### src/sv/madc_pkg.sv
// Package for the multidimensional array address calculator.
// Holds command codes, default sizes and the controller/datapath interface types.
// No dependencies.
package madc_pkg;

   localparam int MAX_DIMS_DEF   = 10;
   localparam int NUM_ARRAYS_DEF = 16;

   localparam logic [1:0] CMD_HEADER = 2'd0;
   localparam logic [1:0] CMD_BOUNDS = 2'd1;
   localparam logic [1:0] CMD_INDEX  = 2'd2;

   typedef struct packed {
      logic take;
      logic mac;
      logic fin;
   } ctrl_cmd_type;

   typedef struct packed {
      logic start;
      logic last;
   } ctrl_status_type;

endpackage

### src/sv/madc_ctrl.sv
// Controller: sequences accept, multiply-accumulate and final address steps.
// Depends on madc_pkg; commands madc_dpath and owns the result valid flag.
module madc_ctrl
   import madc_pkg::*;
(
   input  logic             clock,
   input  logic             reset,
   input  logic             req_valid,
   output logic             req_stall,
   output logic             rsp_valid,
   input  logic             rsp_stall,
   input  ctrl_status_type  status,
   output ctrl_cmd_type     cmd
);

   localparam logic [1:0] ST_IDLE = 2'd0;
   localparam logic [1:0] ST_MAC  = 2'd1;
   localparam logic [1:0] ST_FIN  = 2'd2;

   logic [1:0] state_ff, state_in;
   logic       rsp_valid_ff, rsp_valid_in;
   logic       out_free;

   assign out_free = !rsp_valid_ff || !rsp_stall;

   always_comb begin
      state_in = state_ff;
      cmd      = '0;
      case (state_ff)
         ST_IDLE: begin
            cmd.take = req_valid;
            if (req_valid && status.start) begin
               state_in = ST_MAC;
            end
         end
         ST_MAC: begin
            cmd.mac  = 1'b1;
            state_in = status.last ? ST_FIN : ST_IDLE;
         end
         ST_FIN: begin
            if (out_free) begin
               cmd.fin  = 1'b1;
               state_in = ST_IDLE;
            end
         end
         default: begin
            state_in = ST_IDLE;
         end
      endcase
   end

   always_comb begin
      rsp_valid_in = rsp_valid_ff;
      if (cmd.fin) begin
         rsp_valid_in = 1'b1;
      end else if (!rsp_stall) begin
         rsp_valid_in = 1'b0;
      end
   end

   always_ff @(posedge clock) begin
      if (reset) begin
         state_ff     <= ST_IDLE;
         rsp_valid_ff <= 1'b0;
      end else begin
         state_ff     <= state_in;
         rsp_valid_ff <= rsp_valid_in;
      end
   end

   assign req_stall = (state_ff != ST_IDLE);
   assign rsp_valid = rsp_valid_ff;

endmodule

### config.mk
export PLATFORM = sky130hd
export DESIGN_NAME = madc_ctrl
export DESIGN_NICKNAME = d
export VERILOG_FILES = /design/src/sv/madc_pkg.sv /design/src/sv/madc_ctrl.sv
export SDC_FILE = /design/constraint.sdc
export NUM_CORES = 1
export LEC_CHECK = 0
export ABC_AREA = 1
export BUFFER_PORTS_ARGS = -buffer_cell sky130_fd_sc_hd__buf_2
export CORE_AREA = 2 2 39 41
export DETAILED_ROUTE_END_ITERATION = 8
export DIE_AREA = 0 0 41 43
export SLEW_MARGIN = 20
export SYNTH_ARGS = -nofsm -noshare
export SYNTH_HDL_FRONTEND = slang
export SYNTH_SLANG_ARGS = --single-unit
### constraint.sdc
create_clock -name clock -period 1 [get_ports clock]
set_input_delay 0.05 -clock clock [delete_from_list [all_inputs] [get_ports clock]]
set_output_delay 0.05 -clock clock [all_outputs]
set_load 0.02 [all_outputs]
Yosys cells after proc, flatten, opt, wreduce, memory -nomap -nowiden:

Index checks and enable logic that the tools add are counted.

* flip-flop bits (word level): 3
* input port bits: 6
* output and inout port bits: 5

* equality and inequality tests: 5
* mux-type cells: 10
* reductions and logical operators: 7

Operator list (number)
* $mux W1: 6
* $mux W2: 3
* $pmux W2 S3: 1
* $ne A2 B2 Y1 const B: 2
* $eq A2 B1 Y1 const B: 1
* $eq A2 B2 Y1 const B: 1
* $logic_not A1 Y1: 2
* $logic_not A2 Y1: 1
* $ne A2 B1 Y1 const B: 1
* $reduce_and A2 Y1: 1
* $reduce_bool A2 Y1: 1
* $logic_and A1 B1 Y1: 1
* $logic_or A1 B1 Y1: 1

Logic depth before layout (Yosys ltp):

* word-level depth: 5
* depth in mapped cells: 5
* depth with buffers taken out: 4

Least setup slack after synthesis:

Ideal clock, no wire load.

* path type: flip-flop to output port
* from: register rsp_valid_ff, in the netlist rsp_valid
* to: output port cmd[0] (netlist name)
* data arrival time: 0.760 ns
* path slack: 0.190 ns
* cell stages (with the launch flop): 5
* path through: dfxtp_1 -> nand2_1 -> inv_1 -> nor2_1 -> buf_4

RTL lines
* start: declaration: line madc_ctrl.sv:21 `logic rsp_valid_ff, rsp_valid_in;`
* start signal: assignment: line madc_ctrl.sv:67 `rsp_valid_ff <= rsp_valid_in;`
* end: declaration: line madc_ctrl.sv:13 `output ctrl_cmd_type cmd`

==> reports/qor.yml <==
place:
  gp_congestion: 0.5757
  portBuffers: 10
  post-place-ws_ns: 0.1726
timing:
  finalWorstSetupSlack_ns: -0.007796
  min_period_ns: 1.008
  hold_violations: 0
  rsz0062_at_grt: "true"
  clock_skew_ns: 0.0001693
  hold_slack_ns: 0.004886
  worstMarginPinSlew_ns: 0.1282
  fmax_mhz: 992.3
  maxSlewViolCount: 0
  maxSlewHeadroom_pct: 91.45
  min_period_over_period_pct: 100.8
  finalSetupViolations: 2
critical_path:
  path_buf_inv: 3
  reg2reg_from: "state_ff[1]$_SDFFE_PP0P_"
  arrival_ns: 0.96
  r2r_setup_slack_ns: 0.21
  worstPathRequired_ns: 0.95
  worst_path_most_repeated_cell: "inv_2"
  worstReg2RegEnd: "rsp_valid$_SDFFE_PP0P_"
  critical_path_class: "reg -> out"
  end_kind: "primary output"
  path_cells: "inv_2 > nor2_4 > inv_2 > nor2_1 > buf_4"
  crit_path_start_kind: "register"
  worst-path-max-fanout: 3
  critPathTopFamily: "flip-flops"
  slowest_stage: "dfxtp_2"
  ff2ff_path_depth: 5
  critical_path.max_stage_delay_ns: 0.34
run_status:
  status: "finished with violations"
  failed_checks: "negative setup slack"
cts:
  cts_tree: "yes"
  cts.clk_slew.worst_paths_ns: 0.03
  htree_num_levels: 1
  cts_buffers: 3
  cts_sinks: 3
  cts_hold_repair.buffers: 0
  root_buffer: "clkbuf_4"
  clk_latency_ns: 0.22
  cts.path.max_buffers: 2
route:
  final_antenna_net_count: 0
  num_vias: 167
  routed_via_density: 3.212
  wl_um: 315
  firstDrtPassIters: 2
  first_iter_violations: 4
  drc: 0
  routedWlPerCell_um: 6.058
power_and_ir_drop:
  switching_share_pct: 22.02
  leakagePower_nw: 0.1425
  pwr-share-seq_pct: 34.1
  powerDensity_mw_per_mm2: 1484
  power_switching_w: 0.00008220
  pwr-share-clk_pct: 54.7
  p_comb_share_pct: 11.2
  intPower_w: 0.0002910
  irDropWorstVdd_uv: 241.5
grt:
  grt.overflow.total: 0
  antenna_found_initial: 0
  grt_max_degree: 5
  first_global_vias: 155
  track_usage_pct: 4.814
  grt_pass1_wl_um: 531
finish:
  final_common_cell: "buf_2"
  drive_above_1_share_pct: 55.56
  syn2layout_area_growth_pct: 76.32
  nets: 43
  filler_cell_count: 165
  final_cell_mix: "buf_2, inv_1, nand2_1, nor2_1, clkbuf_4"
  antenna_cells: 0
die:
  core_area_mm2: 0.001384
  initial_core_util_pct: 10.31
  dieHeight_um: 43
  die_x_um: 41
  dieArea_mm2: 0.001763
  io_pins: 11
  core.rowCount: 14
job:
  cap_violations: 0
yosys:
  syn_area_um2: 142.6
  ys_seq_area_share_pct: 42.11
  synth_cell_types: 9
  ys_seq_elements: 3
  synth_fp_nets: 28
  ys_top_cells_by_area: "dfxtp_1, inv_1, nor2_1"
  avgSynthCellArea_um2: 6.484
  yosysWarnings: 0
  synth_cells: 22
  synth_top_cell_by_area: "dfxtp_1"
  netlist.area_leader.share_pct: 42.11
hold_path:
  hold_path_class: "in -> reg"
  hold_path.startpoint: "reset"
  hold_end: "state_ff[1]$_SDFFE_PP0P_"
  worstHoldPathCells: 2
-- sequential cells by signal, summed over array words and instances (netlist names) --
register / cells
rsp_valid: 1
state_ff: 2
-- how the worst max path moves through the flow --
stage                                  start  cells after the start  slack, ns  endpoint
finish              state_ff[1]$_SDFFE_PP0P_                      5     -0.008    cmd[0]
global route        state_ff[1]$_SDFFE_PP0P_                      5       -0.1    cmd[0]
CTS                 state_ff[1]$_SDFFE_PP0P_                      5      -0.03    cmd[0]
detailed placement  state_ff[1]$_SDFFE_PP0P_                      4       0.17    cmd[2]
global placement    state_ff[1]$_SDFFE_PP0P_                      5       0.16    cmd[0]
floorplan             rsp_valid$_SDFFE_PP0P_                      4       0.19    cmd[0]
-- cell type report --
class,instances,area (um2),share of cell area [%]
sequential,3,62.56,24.88
multi-input combinational,12,60.06,23.88
timing repair buffer,11,60.06,23.88
clock buffer,4,26.28,10.45
inverter,6,22.52,8.955
tap,16,20.02,7.960
-- timing repair --
| action | in CTS | in global routing |
|---|---|---|
| resized for setup | 3 | 3 |
| setup buffers | 1 | 0 |
| pin swaps | 0 | 0 |
| setup endpoints to repair | 3 | 4 |
-- logic make-up after synthesis --
family / count (synthesis) / synth area share [%]
flops: 3 / 42.11
simple gates: 10 / 29.82
compound gates: 2 / 7.018
buf+inv: 7 / 21.05
-- cells in the mapped netlist --
master and count:
inv_2 1, dfxtp_1 3, nor2_1 4, nand2_1 3
nor2_2 1, inv_1 5, a21oi_1 2, buf_4 1
nand3_1 2
-- per-layer routing --
metal / GRT usage, % / vias up / wire length, um
li1: - / 92 / -
met1: 3.526 / 72 / 91
met2: 7.813 / 3 / 200
met3: 1.571 / 0 / 23
met4: 6.000 / 0 / 0
met5: 0 / - / 0
-- worst reg2reg max path: stages, from the launching register on --
cell	delay (ns)
dfxtp_2	0.34
inv_2	0.05
nor2_4	0.08
inv_2	0.04
buf_4	0.12
a21oi_1	0.10
-- power by group through the flow --
stage / combinational, W / clock [W] / sequential (W)
2_1_floorplan: 0.0000208 / 0 / 0.000128
3_3_place_gp: 0.0000401 / 0 / 0.000128
3_5_place_dp: 0.0000407 / 0 / 0.000128
4_1_cts: 0.0000422 / 0.000214 / 0.000126
5_1_grt: 0.0000465 / 0.000231 / 0.000128
6_report: 0.0000419 / 0.000204 / 0.000127
-- through the flow --
stage                     utilization (%)  instances  total power [W]  area, um2  setup TNS, ns
final                               18.17         52        0.0003732      251.5      -0.009145
after global routing                18.17         52        0.0004048      251.5        -0.1696
after floorplan                         -         22        0.0001488      142.6              0
after global placement              14.83         47        0.0001677      205.2              0
after detailed placement            14.83         47        0.0001682      205.2              0
after CTS                           17.72         52        0.0003820      245.2       -0.05413
No activity file was read; power rests on OpenSTA's default activity.
